--- config.mk ---
export PLATFORM = sky130hd
export DESIGN_NAME = sha1_message_digest_flat
export DESIGN_NICKNAME = d
export VERILOG_FILES = /design/src/rtl/sha1md_pkg.sv /design/src/rtl/sha1md_msg_if.sv /design/src/rtl/sha1md_digest_if.sv /design/src/rtl/sha1md_compress.sv /design/src/rtl/sha1_message_digest.sv /design/src/flat_wrapper.sv
export SDC_FILE = /design/constraint.sdc
export NUM_CORES = 2
export LEC_CHECK = 0
export BUFFER_PORTS_ARGS = -buffer_cell sky130_fd_sc_hd__buf_4
export CAP_MARGIN = 5
export CORE_UTILIZATION = 40
export CTS_CLUSTER_SIZE = 10
export DETAILED_ROUTE_END_ITERATION = 7
export GPL_TIMING_DRIVEN = 1
export HOLD_SLACK_MARGIN = 0.03
export SLEW_MARGIN = 20
export SYNTH_ARGS = -nofsm -noshare
export SYNTH_HDL_FRONTEND = slang
export SYNTH_SLANG_ARGS = --single-unit
--- constraint.sdc ---
create_clock -name clk -period 13.65 [get_ports clk]
set_input_delay 2.73 -clock clk [delete_from_list [all_inputs] [get_ports clk]]
set_output_delay 2.73 -clock clk [all_outputs]
set_load 0.05 [all_outputs]
--- src/rtl/sha1md_pkg.sv ---
// Shared types, constants and helper functions of the SHA-1 message digest block.
package sha1md_pkg;

    typedef logic [31:0] word_t;
    typedef logic [7:0]  byte_t;

    // Initial chaining values, element 0 is word A.
    localparam logic [4:0][31:0] SHA1_IV = {
        32'hC3D2E1F0, 32'h10325476, 32'h98BADCFE, 32'hEFCDAB89, 32'h67452301
    };

    localparam word_t K_R0 = 32'h5A827999;
    localparam word_t K_R1 = 32'h6ED9EBA1;
    localparam word_t K_R2 = 32'h8F1BBCDC;
    localparam word_t K_R3 = 32'hCA62C1D6;

    localparam byte_t PAD_BYTE     = 8'h80;
    localparam byte_t ZERO_BYTE    = 8'h00;
    localparam int    NUM_ROUNDS   = 80;
    localparam int    DIGEST_WORDS = 5;
    localparam logic [5:0] LEN_START = 6'd56;

    // Commands from the sequencer to the compression unit.
    typedef struct packed {
        logic start;
        logic reinit;
    } cmp_cmd_t;

    // Status of the compression unit.
    typedef struct packed {
        logic busy;
        logic done;
    } cmp_sts_t;

    function automatic word_t rotl1(input word_t x);
        return {x[30:0], x[31]};
    endfunction

    function automatic word_t rotl5(input word_t x);
        return {x[26:0], x[31:27]};
    endfunction

    function automatic word_t rotl30(input word_t x);
        return {x[1:0], x[31:2]};
    endfunction

endpackage

--- src/rtl/sha1md_msg_if.sv ---
// Input channel interface: one message byte with its framing flags per transaction.
interface sha1md_msg_if
    import sha1md_pkg::*;
();
    logic  valid;
    logic  ready;
    byte_t data_byte;
    logic  byte_present;
    logic  message_end;

    modport source (output valid, output data_byte, output byte_present,
                    output message_end, input ready);
    modport sink   (input valid, input data_byte, input byte_present,
                    input message_end, output ready);
endinterface

--- src/rtl/sha1md_digest_if.sv ---
// Output channel interface: one digest word with its position per transaction.
interface sha1md_digest_if
    import sha1md_pkg::*;
();
    logic       valid;
    logic       ready;
    word_t      digest_word;
    logic [2:0] word_index;
    logic       final_word;

    modport source (output valid, output digest_word, output word_index,
                    output final_word, input ready);
    modport sink   (input valid, input digest_word, input word_index,
                    input final_word, output ready);
endinterface

--- src/rtl/sha1md_compress.sv ---
// SHA-1 compression unit: chaining words, working variables and rolling schedule.
module sha1md_compress
    import sha1md_pkg::*;
(
    input  logic             clk,
    input  logic             rst_n,
    input  cmp_cmd_t         cmd,
    output cmp_sts_t         sts,
    output logic [3:0]       rd_addr,
    input  word_t            rd_data,
    output logic [4:0][31:0] chain
);

    logic [4:0][31:0]  chain_reg, chain_next;
    logic [4:0][31:0]  rr_reg, rr_next;
    logic [15:0][31:0] sched_reg, sched_next;
    logic [6:0]        rnd_reg, rnd_next;
    logic              busy_reg, busy_next;
    logic              fold_reg, fold_next;

    word_t w, f, k, t;

    // The first sixteen rounds take the block words from memory, the rest
    // are expanded from the sixteen words held in the shift line.
    always_comb
    begin
        if (rnd_reg < 7'd16)
        begin
            w = rd_data;
        end
        else
        begin
            w = rotl1(sched_reg[13] ^ sched_reg[8] ^ sched_reg[2] ^ sched_reg[0]);
        end

        priority if (rnd_reg < 7'd20)
        begin
            f = (rr_reg[1] & rr_reg[2]) | (~rr_reg[1] & rr_reg[3]);
            k = K_R0;
        end
        else if (rnd_reg < 7'd40)
        begin
            f = rr_reg[1] ^ rr_reg[2] ^ rr_reg[3];
            k = K_R1;
        end
        else if (rnd_reg < 7'd60)
        begin
            f = (rr_reg[1] & rr_reg[2]) | (rr_reg[1] & rr_reg[3]) | (rr_reg[2] & rr_reg[3]);
            k = K_R2;
        end
        else
        begin
            f = rr_reg[1] ^ rr_reg[2] ^ rr_reg[3];
            k = K_R3;
        end

        t = rotl5(rr_reg[0]) + f + rr_reg[4] + k + w;
    end

    always_comb
    begin
        chain_next = chain_reg;
        rr_next    = rr_reg;
        sched_next = sched_reg;
        rnd_next   = rnd_reg;
        busy_next  = busy_reg;
        fold_next  = 1'b0;

        if (cmd.start)
        begin
            rr_next   = chain_reg;
            rnd_next  = '0;
            busy_next = 1'b1;
        end
        else if (busy_reg)
        begin
            rr_next    = {rr_reg[3], rr_reg[2], rotl30(rr_reg[1]), rr_reg[0], t};
            sched_next = {w, sched_reg[15:1]};
            rnd_next   = rnd_reg + 7'd1;
            if (rnd_reg == 7'(NUM_ROUNDS - 1))
            begin
                busy_next = 1'b0;
                fold_next = 1'b1;
            end
        end

        if (fold_reg)
        begin
            for (int i = 0; i < DIGEST_WORDS; i++)
            begin
                chain_next[i] = chain_reg[i] + rr_reg[i];
            end
        end

        if (cmd.reinit)
        begin
            chain_next = SHA1_IV;
        end
    end

    always_ff @(posedge clk or negedge rst_n)
    begin
        if (!rst_n)
        begin
            chain_reg <= SHA1_IV;
            rnd_reg   <= '0;
            busy_reg  <= 1'b0;
            fold_reg  <= 1'b0;
        end
        else
        begin
            chain_reg <= chain_next;
            rnd_reg   <= rnd_next;
            busy_reg  <= busy_next;
            fold_reg  <= fold_next;
        end
    end

    always_ff @(posedge clk)
    begin
        rr_reg    <= rr_next;
        sched_reg <= sched_next;
    end

    // The read for round i+1 is issued during round i; the start cycle fetches word 0.
    assign rd_addr  = busy_reg ? 4'(rnd_reg[3:0] + 4'd1) : 4'd0;
    assign sts.busy = busy_reg;
    assign sts.done = fold_reg;
    assign chain    = chain_reg;

endmodule

--- src/rtl/sha1_message_digest.sv ---
// Top level of the SHA-1 message digest: byte sequencer, block memory and digest output.
//
//  Channel  Role  Transaction carries
//  -------  ----  ---------------------------------------------------------
//  msg      sink  data_byte, byte_present, message_end (one message byte)
//  digest   src   digest_word, word_index, final_word (one 32-bit digest word)
//
// An ordinary byte is appended while the sequencer is idle. A byte that
// completes a 64-byte block starts the compression unit, which runs one
// round per cycle: 80 rounds and then a fold of the result into the
// chaining words. The end of a message pads one byte per cycle, except while
// a compression runs, through the same path as message bytes, with a step
// between the zeros and the length field, runs one or two compressions and
// then hands out the five digest words, one per cycle when
// the sink is ready. Reset is asynchronous and restores the initial chaining
// words; the block memory is not cleared, as every word is written before it
// is read. A stalled digest sink holds the output register, and input
// transactions are accepted again as soon as the last word has been loaded.
module sha1_message_digest
    import sha1md_pkg::*;
(
    input  logic            clk,
    input  logic            rst_n,
    sha1md_msg_if.sink      msg,
    sha1md_digest_if.source digest
);

    typedef enum logic [2:0] {
        S_IDLE,
        S_PAD80,
        S_PADZ,
        S_PADLEN,
        S_COMP,
        S_OUT
    } state_t;

    state_t state_reg, state_next;
    state_t ret_reg, ret_next;

    logic [5:0]  bytes_reg, bytes_next;
    logic [63:0] bits_reg, bits_next;
    logic [23:0] word_reg, word_next;
    logic [2:0]  idx_reg, idx_next;

    logic        out_valid_reg, out_valid_next;
    word_t       out_word_reg, out_word_next;
    logic [2:0]  out_index_reg, out_index_next;
    logic        out_final_reg, out_final_next;

    // Append path: one byte per cycle, except while a compression runs, into the word assembly register.
    logic        app_en;
    byte_t       app_byte;
    logic        block_full;
    logic        out_load;

    // Block memory: sixteen 32-bit words, written one word at a time.
    word_t       blk_mem [16];
    word_t       rd_data_reg;
    logic [3:0]  rd_addr;
    logic        mem_we;

    cmp_cmd_t         cmp_cmd;
    cmp_sts_t         cmp_sts;
    logic [4:0][31:0] chain;

    sha1md_compress u_compress (
        .clk     (clk),
        .rst_n   (rst_n),
        .cmd     (cmp_cmd),
        .sts     (cmp_sts),
        .rd_addr (rd_addr),
        .rd_data (rd_data_reg),
        .chain   (chain)
    );

    assign block_full = app_en && (bytes_reg == 6'd63);
    assign mem_we     = app_en && (bytes_reg[1:0] == 2'b11);
    assign out_load   = (state_reg == S_OUT) && (!out_valid_reg || digest.ready);

    always_ff @(posedge clk)
    begin
        if (mem_we)
        begin
            blk_mem[bytes_reg[5:2]] <= {word_reg, app_byte};
        end
        rd_data_reg <= blk_mem[rd_addr];
        word_reg    <= word_next;
    end

    always_comb
    begin
        state_next     = state_reg;
        ret_next       = ret_reg;
        bytes_next     = bytes_reg;
        bits_next      = bits_reg;
        idx_next       = idx_reg;
        app_en         = 1'b0;
        app_byte       = ZERO_BYTE;
        cmp_cmd        = '0;
        msg.ready      = 1'b0;

        unique case (state_reg)
            S_IDLE:
            begin
                msg.ready = 1'b1;
                if (msg.valid)
                begin
                    if (msg.byte_present)
                    begin
                        app_en    = 1'b1;
                        app_byte  = msg.data_byte;
                        bits_next = bits_reg + 64'd8;
                    end
                    if (block_full)
                    begin
                        state_next = S_COMP;
                        ret_next   = msg.message_end ? S_PAD80 : S_IDLE;
                    end
                    else if (msg.message_end)
                    begin
                        state_next = S_PAD80;
                    end
                end
            end

            S_PAD80:
            begin
                app_en     = 1'b1;
                app_byte   = PAD_BYTE;
                state_next = S_PADZ;
                if (block_full)
                begin
                    state_next = S_COMP;
                    ret_next   = S_PADZ;
                end
            end

            S_PADZ:
            begin
                if (bytes_reg == LEN_START)
                begin
                    state_next = S_PADLEN;
                end
                else
                begin
                    app_en = 1'b1;
                    if (block_full)
                    begin
                        state_next = S_COMP;
                        ret_next   = S_PADZ;
                    end
                end
            end

            // The length goes out most significant byte first; the counter
            // shifts as it goes and is cleared once the last digest word is loaded.
            S_PADLEN:
            begin
                app_en    = 1'b1;
                app_byte  = bits_reg[63:56];
                bits_next = {bits_reg[55:0], ZERO_BYTE};
                if (block_full)
                begin
                    state_next = S_COMP;
                    ret_next   = S_OUT;
                end
            end

            S_COMP:
            begin
                if (cmp_sts.done)
                begin
                    state_next = ret_reg;
                end
            end

            S_OUT:
            begin
                if (out_load)
                begin
                    idx_next = idx_reg + 3'd1;
                    if (idx_reg == 3'(DIGEST_WORDS - 1))
                    begin
                        idx_next       = '0;
                        bits_next      = '0;
                        cmp_cmd.reinit = 1'b1;
                        state_next     = S_IDLE;
                    end
                end
            end

            default:
            begin
                state_next = S_IDLE;
            end
        endcase

        cmp_cmd.start = block_full;
        if (app_en)
        begin
            bytes_next = bytes_reg + 6'd1;
        end
    end

    assign word_next = app_en ? {word_reg[15:0], app_byte} : word_reg;

    always_comb
    begin
        out_valid_next = out_valid_reg;
        out_word_next  = out_word_reg;
        out_index_next = out_index_reg;
        out_final_next = out_final_reg;
        if (out_load)
        begin
            out_valid_next = 1'b1;
            out_word_next  = chain[idx_reg];
            out_index_next = idx_reg;
            out_final_next = (idx_reg == 3'(DIGEST_WORDS - 1));
        end
        else if (digest.ready)
        begin
            out_valid_next = 1'b0;
        end
    end

    always_ff @(posedge clk or negedge rst_n)
    begin
        if (!rst_n)
        begin
            state_reg     <= S_IDLE;
            ret_reg       <= S_IDLE;
            bytes_reg     <= '0;
            bits_reg      <= '0;
            idx_reg       <= '0;
            out_valid_reg <= 1'b0;
            out_word_reg  <= '0;
            out_index_reg <= '0;
            out_final_reg <= 1'b0;
        end
        else
        begin
            state_reg     <= state_next;
            ret_reg       <= ret_next;
            bytes_reg     <= bytes_next;
            bits_reg      <= bits_next;
            idx_reg       <= idx_next;
            out_valid_reg <= out_valid_next;
            out_word_reg  <= out_word_next;
            out_index_reg <= out_index_next;
            out_final_reg <= out_final_next;
        end
    end

    assign digest.valid       = out_valid_reg;
    assign digest.digest_word = out_word_reg;
    assign digest.word_index  = out_index_reg;
    assign digest.final_word  = out_final_reg;

    // Input transactions must never overlap a running compression.
    a_ready_not_busy: assert property (@(posedge clk) disable iff (!rst_n)
        msg.ready |-> !cmp_sts.busy)
        else $error("input accepted while compression is running");

    // A compression starts only on the byte that closes a block.
    a_start_wraps: assert property (@(posedge clk) disable iff (!rst_n)
        cmp_cmd.start |=> (bytes_reg == 6'd0))
        else $error("compression started without a full block");

    // Folding into the chaining words only happens while the sequencer waits for it.
    a_done_in_comp: assert property (@(posedge clk) disable iff (!rst_n)
        cmp_sts.done |-> (state_reg == S_COMP))
        else $error("compression finished outside the compression state");

    // The length field always begins at byte 56 of a block.
    a_len_aligned: assert property (@(posedge clk) disable iff (!rst_n)
        (state_reg == S_PADZ && state_next == S_PADLEN) |-> (bytes_reg == LEN_START))
        else $error("length field misaligned");

    // Loading the last digest word re-initialises the chaining words.
    a_last_reinit: assert property (@(posedge clk) disable iff (!rst_n)
        (out_load && idx_reg == 3'(DIGEST_WORDS - 1)) |=> (state_reg == S_IDLE
            && digest.valid && digest.final_word))
        else $error("digest did not end on its final word");

endmodule

--- src/flat_wrapper.sv ---
// flat-port wrapper written by rule: the top's interface ports become plain ports
module sha1_message_digest_flat import sha1md_pkg::*;
  (clk, rst_n, msg_valid, msg_data_byte, msg_byte_present, msg_message_end, msg_ready, digest_valid, digest_digest_word, digest_word_index, digest_final_word, digest_ready);
  sha1md_msg_if msg_i ();
  sha1md_digest_if digest_i ();
  input  logic clk;
  input  logic rst_n;
  input wire logic [$bits(msg_i.valid)-1:0] msg_valid;
  input wire logic [$bits(msg_i.data_byte)-1:0] msg_data_byte;
  input wire logic [$bits(msg_i.byte_present)-1:0] msg_byte_present;
  input wire logic [$bits(msg_i.message_end)-1:0] msg_message_end;
  output wire logic [$bits(msg_i.ready)-1:0] msg_ready;
  output wire logic [$bits(digest_i.valid)-1:0] digest_valid;
  output wire logic [$bits(digest_i.digest_word)-1:0] digest_digest_word;
  output wire logic [$bits(digest_i.word_index)-1:0] digest_word_index;
  output wire logic [$bits(digest_i.final_word)-1:0] digest_final_word;
  input wire logic [$bits(digest_i.ready)-1:0] digest_ready;
  assign msg_i.valid = msg_valid;
  assign msg_i.data_byte = msg_data_byte;
  assign msg_i.byte_present = msg_byte_present;
  assign msg_i.message_end = msg_message_end;
  assign msg_ready = msg_i.ready;
  assign digest_valid = digest_i.valid;
  assign digest_digest_word = digest_i.digest_word;
  assign digest_word_index = digest_i.word_index;
  assign digest_final_word = digest_i.final_word;
  assign digest_i.ready = digest_ready;
  sha1_message_digest u_core (.clk(clk), .rst_n(rst_n), .msg(msg_i), .digest(digest_i));
endmodule
Word-level counts from Yosys, hierarchy flattened
Memory sizes are Yosys's and may differ from the RTL's. A register that Yosys moved wholly into a read port is not among the register bits.
Cells that the tools add are included.
Widths: inputs -> output; s select.
{"block": "word_totals", "ff_bits": 981, "mem_bits_rw": 512, "input_bits": 14, "out_inout_bits": 38, "elab_cells": 169, "n_memories": 1}
{"block": "classes", "add_sub_neg": 14, "order_cmp": 5, "eq_ne": 19, "n_mux": 60, "bitwise": 14, "reduce_logical": 17}
{"memory": "u_core.blk_mem", "depth": 16, "width": 32, "rd": 1, "rd_ports_with_merged_regs": 1, "write_ports": 1, "line_no": "sha1_message_digest.sv:57", "text": "word_t blk_mem [16];"}
{"operator": "$mux 160", "n": 4}
{"operator": "$add 32x32->32", "n": 9}
{"operator": "$mux 64", "n": 4}
{"operator": "$mux 32", "n": 7}
{"operator": "$pmux 64 s3", "n": 1}
{"operator": "$xor 32x32->32", "n": 5}
{"operator": "$and 32x32->32", "n": 4}
{"operator": "$bmux 32 s3", "n": 1}
{"operator": "$or 32x32->32", "n": 3}
{"operator": "$add 64x4->64 const B", "n": 1}
{"operator": "$mux 3", "n": 15}
{"operator": "$not 32->32", "n": 1}
{"operator": "$mux 31", "n": 1}
{"operator": "$pmux 8 s3", "n": 1}
{"operator": "$mux 1", "n": 18}
{"operator": "$pmux 3 s6", "n": 1}
{"operator": "$mux 8", "n": 2}
{"operator": "$reduce_and 5->1", "n": 3}
{"operator": "$lt 7x5->1 const B", "n": 2}
{"operator": "$lt 7x6->1 const B", "n": 2}
{"operator": "$mux 7", "n": 2}
{"operator": "$eq 6x6->1 const B", "n": 2}
{"operator": "$pmux 3 s4", "n": 1}
{"operator": "$ne 2x2->1 const B", "n": 5}
{"operator": "24 further kinds", "n": 34}

Logic depth before layout (Yosys ltp)
{"block": "depth", "depth_word": 12, "mapped_depth": 23, "ltp_nobuf": 21}

Hierarchy
A second synthesis with hierarchy kept.
{"block": "unflattened", "hier_cells": 4940, "area_unflattened_um2": 70815.4}
{"mod": "sha1md_compress", "instances": 1, "cells_each": 3328, "area_each_um2": 42711.0, "seq_area_each_um2": 24508.5}
{"mod": "sha1_message_digest", "instances": 1, "cells_each": 1612, "area_each_um2": 28104.5, "seq_area_each_um2": 19563.8}

Worst setup path after synthesis
OpenSTA, ideal clock, no wires.
{"block": "synth_path", "path_kind": "input -> register", "start": "input port msg_byte_present", "end": "register u_core.u_compress.sched_reg[0] (netlist name), enable pin", "setup_time_ns": 0.858, "t_arrival_ns": 14.113, "t_required_ns": 12.792, "slack_ns": -1.322, "stages": 9, "path_cell_list": "and3_1 or2_2 clkbuf_2 nand2_1 or3_1 clkbuf_1 buf_2 nand2_1 inv_1"}
{"block": "synth_via", "elab_chain_len": 6}
{"element": "start, declared", "line_no": "flat_wrapper.sv:10", "text": "input wire logic [$bits(msg_i.byte_present)-1:0] msg_byte_present;"}
{"element": "$mux 1", "line_no": "sha1_message_digest.sv:108", "text": "if (msg.byte_present)"}
{"element": "$mux 1", "line_no": "sha1_message_digest.sv:106", "text": "if (msg.valid)"}
{"element": "$pmux 1 s3", "line_no": "sha1_message_digest.sv:102", "text": "unique case (state_reg)"}
{"element": "via u_core.app_en", "line_no": "sha1_message_digest.sv:51", "text": "logic app_en;"}
{"element": "$logic_and 1x1->1", "line_no": "sha1_message_digest.sv:76", "text": "assign block_full = app_en && (bytes_reg == 6'd63);"}
{"element": "$not 1->1 (no line)"}
{"element": "$reduce_and 2->1 (no line)"}
{"element": "end signal, assigned", "line_no": "sha1md_compress.sv:122", "text": "sched_reg <= sched_next;"}
{"element": "end, declared", "line_no": "sha1md_compress.sv:16", "text": "logic [15:0][31:0] sched_reg, sched_next;"}
The timed path passes the listed nets, and every way through them passes these cells.
A chain may end at the register's enable or synchronous reset.

==> reports/qor.yml <==
final.setup.worst_slack_ns: 6.42
root_buffer: "clkbuf_16"
grt_start_max_net_pins: 175
drtIter0Drc: 4579
rsz0062_at_grt: "false"
cts_setup_buffers: 0
die_height_um: 425
fin_area_mm2: 0.0797
seqPwrFrac_pct: 53.1
synth_top_cell_area_share_pct: 50.8
maxCapViolCount: 0
gr-total-overflow: 0
synth_edf_count: 1208
status: "completed"
viasPerCell: 5.58
routed_wirelength_um: 183000
dpl_cell_area_mm2: 0.0744
worst_pin_slew_ns: 1.13
placedCellCount: 7979
dp_slack_ns: 6.21
min_path_type: "flip-flop to flip-flop"
wl_per_cell_um: 22.0
relSlewSlack_pct: 24.8
postCtsHoldBufs: 0
grt_pass1_wl_um: 278000
synth-seq-cells: 1522
fin_crit_ns: 7.23
synth_nets: 6143
io_buffers: 51
syn_avg_cell_area_um2: 12.3
grt_util_all_layers_pct: 20.2
seq_area_frac_synth_pct: 61.7
p_comb_share_pct: 0.2
drive_gt1_share_pct: 8.90
drc: 0
max_clock_freq_mhz: 138
clkPwrFrac_pct: 46.7
initial_core_util_pct: 40.4
syn_area_mm2: 0.0715
path_max_fanout: 23
crit_arrival_ns: 7.72
p_per_area_mw_per_mm2: 117
critical_path_class: "flip-flop to flip-flop"
drt_first_pass_iters: 6
switching_share_pct: 20.2
worst_setup_path_end_kind: "flip-flop"
coreArea_mm2: 0.177
num_rows: 154
yosys.cell_types.count: 99
cts.htree.levels: 4
synth_commonest_cells: "1,208 x edfxtp_1, 821 x nand2_1, 326 x o21ai_0"
synth_area_leaders: "edfxtp_1 51%, dfrtp_1 7.1%, nand2_1 4.3%"
syn_inst: 5806
clockBufferDepth: 3
fin_skew_ns: 0.0418
final.setup.tns_ns: 0
vdd_drop_max_mv: 0.125
clk_pin_slew_ns: 0.06
synth_top_cell_by_area: "edfxtp_1"
ys.flop_type: "edfxtp_1"
grt_pass1_vias: 44433
insertion_delay_ns: 0.82
worst_path_largest_cell_delay_ns: 0.59
crit_family: "compound AO/OA/AOI/OAI gates"
ios: 52
async_reset_ff_share_pct: 18.5
finalNonFillerCells: 8294
nFillCells: 15878
ant_nets: 0
clkSinkCount: 1522
fin_crit_sh_pct: 52.9
timing.hold.ws_ns: 0.409
post_cts_resized: 0
required_ns: 14.14
crit_chain: "o21ai_0 > and2_0 > buf_4 > inv_1 > buf_4 > nand2_1 > nand2_1 > buf_4 > a222oi_1 > fa_1 > inv_1 > fa_1 > ha_1 > fa_1 > a21oi_1 > o21ai_0 > a2111oi_0 > o21ai_0 > a31o_2 > a31oi_1 > o211ai_1 > a31oi_1 > xor2_1 > o21ai_0"
die_area_mm2: 0.180
finalSetupViolations: 0
nets: 6154
internal_power_mw: 7.44
p_leak_nw: 29.4
vias: 46247
switching_power_mw: 1.89
ys_warn_count: 0
path_buf_inv: 5
dp_hpwl_um: 115000
slew_viol_final: 0
die_w_um: 425
antenna_found_initial: 3
hold_violations: 0
syn2layout_area_growth_pct: 11.5
critPathLaunchType: "flip-flop"
cp_slowest_cell: "fa_1"
place.gp.congestion: 0.889
synth_most_common_cell: "edfxtp_1"
cts_buffers: 175
crit_top_cell: "o21ai_0"
cts_tree: "done"
-- cell usage in the layout (no fill, tap or decap), types with 59 or more instances in the layout --
cell type and instances:
a211oi_1 179, a21o_1 63, a21oi_1 320, a311oi_1 62
a31oi_1 103, buf_4 112, clkbuf_1 109, clkbuf_16 176
dfrtp_1 198, dfstp_2 80, edfxtp_1 1208, fa_1 125
ha_1 198, inv_1 272, mux2i_1 83, nand2_1 818
nand3_1 73, nor2_1 313, nor2b_1 157, nor3_1 75
o21ai_0 324, xnor2_1 191, xor2_1 59
-- worst reg2reg max path, cell delays in order (launching register included) --
cell and delay, ns:
dfrtp_1 0.49, o21ai_0 0.13, and2_0 0.17, buf_4 0.22
inv_1 0.08, buf_4 0.37, nand2_1 0.41, nand2_1 0.23
buf_4 0.36, a222oi_1 0.17, fa_1 0.59, inv_1 0.06
fa_1 0.45, ha_1 0.23, fa_1 0.47, a21oi_1 0.26
o21ai_0 0.14, a2111oi_0 0.44, o21ai_0 0.18, a31o_2 0.30
a31oi_1 0.49, o211ai_1 0.20, a31oi_1 0.23, xor2_1 0.16
o21ai_0 0.11
-- stage by stage --
stage          power, mW  utilization [%]
6_report            9.33             45.1
5_1_grt             9.60             45.1
2_1_floorplan       5.04                -
4_1_cts             9.43             45.1
3_3_place_gp        5.07             42.1
3_5_place_dp        5.07             42.1
-- metal layers --
layer	routed length (um)	share of wire, %	GRT usage (%)
met3	10600	5.8	3.16
met2	83100	45	31.1
met4	4980	2.7	6.10
met5	0	0	0
met1	84100	46	29.2
-- final timing paths --
path / cells after the start / slack [ns] / endpoint / startpoint
worst min register to register: 0 / 0.41 / u_core.u_compress.sched_reg[91] / u_core.u_compress.sched_reg[123]
worst max register to register: 24 / 6.42 / u_core.u_compress.rr_reg[29] / u_core.u_compress.rnd_reg[4]
min in group asynchronous: 1 / 1.99 / u_core.u_compress.chain[111] / rst_n
max in group asynchronous: 3 / 9.40 / u_core.idx_reg[0] / rst_n
worst min-delay path: 0 / 0.41 / u_core.u_compress.sched_reg[91] / u_core.u_compress.sched_reg[123]
worst max-delay path: 24 / 6.42 / u_core.u_compress.rr_reg[29] / u_core.u_compress.rnd_reg[4]
-- kinds of logic after synthesis --
family | Yosys count | share of synthesized area, %
AO/OA/AOI/OAI | 1362 | 12.3
XOR/XNOR | 250 | 3.06
adder cells (fa/ha/maj) | 323 | 6.97
buffers and inverters | 560 | 3.08
flip-flops | 1522 | 61.7
multiplexers | 129 | 2.44
AND/OR/NAND/NOR | 1660 | 10.5
-- power groups by stage --
stage | clock network [mW] | logic, mW | registers (mW)
after CTS | 4.46 | 0.0246 | 4.95
after global placement | 0 | 0.0245 | 5.04
after detailed placement | 0 | 0.0245 | 5.04
final | 4.36 | 0.0229 | 4.95
after floorplan | 0 | 0.000164 | 5.04
after global routing | 4.63 | 0.0265 | 4.95
-- area by class of cell --
class | instances | area [um^2] | share of cell area (%)
diodes | 1 | 2.50 | 0.00314
clock buffers | 292 | 4910 | 6.16
clock inverters | 21 | 334 | 0.419
inverters | 275 | 1050 | 1.31
multi-input cells | 3724 | 25400 | 31.9
flip-flops and latches | 1522 | 44100 | 55.3
well taps | 2340 | 2930 | 3.67
repair buffers | 119 | 983 | 1.23
Power figures use the tool's default switching activity.
